File: config.mk
export PLATFORM = sky130hd
export DESIGN_NAME = sprp_mul
export DESIGN_NICKNAME = d
export VERILOG_FILES = /design/src/rtl/sprp_mul.sv
export SDC_FILE = /design/constraint.sdc
export NUM_CORES = 2
export LEC_CHECK = 0
export BUFFER_PORTS_ARGS = -buffer_cell sky130_fd_sc_hd__buf_4
export CAP_MARGIN = 20
export CORE_UTILIZATION = 60
export DETAILED_ROUTE_END_ITERATION = 7
export GPL_TIMING_DRIVEN = 0
export PLACE_DENSITY = 0.86
export SYNTH_ARGS = -nofsm -noshare
export SYNTH_HDL_FRONTEND = slang
export SYNTH_SLANG_ARGS = --single-unit
File: constraint.sdc
create_clock -name clk_i -period 8.85 [get_ports clk_i]
set_clock_uncertainty 0.1 [all_clocks]
set_input_delay 0.4425 -clock clk_i [delete_from_list [all_inputs] [get_ports clk_i]]
set_output_delay 0.4425 -clock clk_i [all_outputs]
set_load 0.03 [all_outputs]
File: src/rtl/sprp_mul.sv
// sprp_mul: the one shared signed multiplier, product registered.
// Depends on nothing; operand width set by the top level.

module sprp_mul #(
  parameter int OpWidth = 33
) (
  input  logic                          clk_i,
  input  logic                          en_i,
  input  logic signed [OpWidth-1:0]     a_i,
  input  logic signed [OpWidth-1:0]     b_i,
  output logic signed [2*OpWidth-1:0]   p_o
);

  logic signed [2*OpWidth-1:0] prod_q;

  always_ff @(posedge clk_i) begin
    if (en_i) begin
      prod_q <= a_i * b_i;
    end
  end

  assign p_o = prod_q;

endmodule
# [Yosys cells after proc, flatten, opt, wreduce, memory -nomap -nowiden]
# Index checks and enable logic that the tools add are counted.
[classes] multipliers=1
[ops] cell="multiplier 33 x 33 -> 66 bit" count=1
[totals] ff_bits=66 input_bits=68 output_inout_bits=66 word_cells=2

# [Longest topological paths before layout]
[depth] depth_word=1 depth_mapped=27 ltp_nobuf=26

# [Least setup slack after synthesis]
# Ideal clock, no wire load.
[synth_timing] path_type="in2reg" start="input a_i[32]" end="register prod_q[62] (netlist: p_o[62]), data pin" setup_time_ps=269 arrival_time_ps=7539 t_required_ps=8481 path_slack_ps=942 path_stages=23 path_buffers=2 path_cell_list="clkbuf_1 -> nand2_1 -> inv_1 -> fa_1 -> fa_1 -> fa_1 -> fa_1 -> fa_1 -> fa_1 -> fa_1 -> inv_1 -> fa_1 -> inv_1 -> ha_1 -> clkbuf_1 -> and3_1 -> nand3_1 -> nand2b_1 -> a2111oi_4 -> a211oi_4 -> a21o_2 -> a211oi_2 -> a211oi_2"
[synth_between] elab_chain_len=1
[synth_lines] item="start: declaration" line_no="9" rtl="input logic signed [OpWidth-1:0] a_i,"
[synth_lines] item="multiplier 33 x 33 -> 66 bit" line_no="18" rtl="prod_q <= a_i * b_i;"
[synth_lines] item="end signal: assignment" line_no="18"
[synth_lines] item="end: declaration" line_no="14" rtl="logic signed [2*OpWidth-1:0] prod_q;"
# Every way passes these cells.
# A chain may end at the register's enable or synchronous reset.

# [Final worst setup path]
[layout_timing] start="input a_i[24]" end="register prod_q[58] (netlist: p_o[58]), data pin"
# The elaborated chain is that of the path after synthesis.

==> metrics <==
root buf cell clkbuf_16; area grow syn2layout 6.40%; # Max-Cap Violations 0; setup violators final 1; Seq/Total Area, Yosys 4.79%; post-synth net total 5768; first-pass GRT wire length 225000 µm; # nets final 5918; f_max 112 MHz; Clk pin slew, worst setup/hold paths 0.08 ns; relative slew slack 20.5%; grt ovf 0; initial antenna violation count 22; drt total wl 155000 µm; Yosys warnings 0; Port-buffer cells 133; Fin Setup TNS -0.0532 ns; Post-synth top cells fa_1, inv_1, and2_1; cell taking the most area after synthesis fa_1; Core ar. 0.0678 mm²; RSZ-0062 raised after global routing yes; startpoint class of the critical path primary input; vias in the first global route 35116; met1 Use GR 51.3%; placed cell area 0.0435 mm²; clock buffer depth 2; Synth top area share 55.4%; worst setup margin -0.0532 ns; final hold vios 0; critical path peak fanout 10; CP endpoint kind flip-flop; vias 32704; Routed Antenna Nets 0; global route hottest layer met2; met2 GRT Util 69.8%; via-per-instance ratio 6.07; mux share of post-synthesis cell area 0%; CP arrival 8.90 ns; Adder-Cell Fraction of Synth Area 61.9%; largest net degree at the start of global routing 67; met3 Usage GRT 15.4%; drt pass-1 iters 8; I/O pin count 134; EDFF count, synth 66; clock sinks 66; GPL Wtd Cong 1.11; fin. max-slew vios 0; num rows 95; CTS H-tree lvls 3; Hold Path Class in2reg; worst slew pin tran 1.19 ns; Die W 265 µm; final period utilization 101%; Simple-Gate Fraction of Synth Area 15.5%; fillers 5443; CTS Buf Count 9; Synth Area in Compound Gates 4.00%; DRT iter0 DRCs 3363; most numerous cell in the Yosys netlist fa_1; critical path type in2reg; Netlist cell types 80; asr flop ratio synth 0%; share of cells above drive strength 1 5.21%; GRT Total Usage 46.0%; Starting Density 61.1%; design area 0.0440 mm²; failing checks DRC, setup timing; Top FF cell, synth edfxtp_1; Die H 265 µm; DRC 1; flops & latches, synth 66; largest family of logic cells by synthesized area adder cells; hpwl dp 128000 µm; Largest register FFs 66; post-synthesis xor/xnor area fraction 1.44%; Synth area leaders fa_1, inv_1, and2_1, ha_1, nand2_1; TritonCTS clock tree built; status complete, but fails checks; Post-Syn Area 0.0414 mm²; Hold Buf Count CTS 0; syn avg cell area 9.54 µm²; DR WL/cell 28.7 µm; Tmin final 8.90 ns; Mapped Cells 4338; Die Area 0.0700 mm²; Req. time, crit path 8.85 ns
-- critical path, stage by stage --
cell and delay [ns]:
buf_4 0.12, clkbuf_1 0.83, nand2_1 0.18, fa_1 0.50, fa_1 0.50, inv_1 0.05
fa_1 0.48, inv_1 0.19, fa_1 0.58, inv_1 0.05, fa_1 0.50, fa_1 0.55
fa_1 0.50, inv_1 0.05, fa_1 0.68, inv_1 0.08, ha_1 0.27, buf_2 0.18
a21oi_1 0.36, o211ai_1 0.23, a22oi_1 0.37, nor2_1 0.13, a211oi_4 0.49, a21oi_2 0.19
nor4b_2 0.31, a311oi_1 0.09
-- per-stage QoR --
| stage | hold slack (ns) | worst slack [ns] | cells | util [%] |
|---|---|---|---|---|
| after floorplan | 0.455 | 0.942 | 4338 | - |
| after global placement | 0.742 | -1.03 | 5344 | 64.2 |
| after detailed placement | 0.746 | -1.09 | 5346 | 64.2 |
| after CTS | 0.349 | 0.0222 | 5359 | 64.7 |
| after global routing | 0.372 | -0.0679 | 5366 | 64.9 |
| final | 0.368 | -0.0532 | 5388 | 65.0 |
-- cell families after synthesis --
family / Yosys count
compound gates: 219
xor+xnor: 68
fa+ha+maj: 1362
buf+inv: 1352
flops: 66
simple gates: 1271
-- cell usage in the layout (no fill, tap or decap), types with 56 or more instances in the layout --
| cell type | synthesis | layout |
|---|---|---|
| and2_1 | 562 | 562 |
| nor2_1 | 68 | 68 |
| buf_4 | 0 | 136 |
| edfxtp_1 | 66 | 66 |
| nand2_1 | 551 | 551 |
| fa_1 | 1145 | 1141 |
| clkbuf_1 | 208 | 184 |
| inv_1 | 1131 | 1130 |
| ha_1 | 217 | 217 |
| a21oi_1 | 57 | 56 |
-- routing by layer --
| layer | share of wire (%) | up-vias |
|---|---|---|
| li1 | - | 12752 |
| met1 | 31 | 16572 |
| met2 | 44 | 2492 |
| met4 | 12 | 4 |
| met3 | 13 | 884 |
| met5 | 0.050 | - |
-- layout make-up --
class | count | area [µm²] | share of cell area, %
Tap cell | 873 | 1090 | 2.48
Timing Repair Buffer | 144 | 1160 | 2.63
Clock inverter | 7 | 78.8 | 0.179
Multi-Input combinational cell | 2920 | 34300 | 78.0
Antenna cell | 22 | 55.1 | 0.125
Clock buffer | 9 | 225 | 0.511
Buffer | 216 | 860 | 1.95
Sequential cell | 66 | 1980 | 4.50
Inverter | 1131 | 4250 | 9.65
-- repair_timing --
action                                  CTS  global route
pin swaps                                 0             1
setup buffers                             0             4
gates resized for setup                   9            41
hold endpoints to repair                  0             0
endpoints found under the setup margin   15            19
-- path summary, 6_finish.rpt --
kind	from	endpoint	slack, ns	cells past startpoint
worst max-delay path	a_i[24]	p_o[58]	-0.05	26
worst min-delay path	a_i[0]	p_o[0]	0.37	2
Power is left out: the tool's default activity adds up to more than one toggle a clock period on the data nets, which glitch-free logic cannot reach.
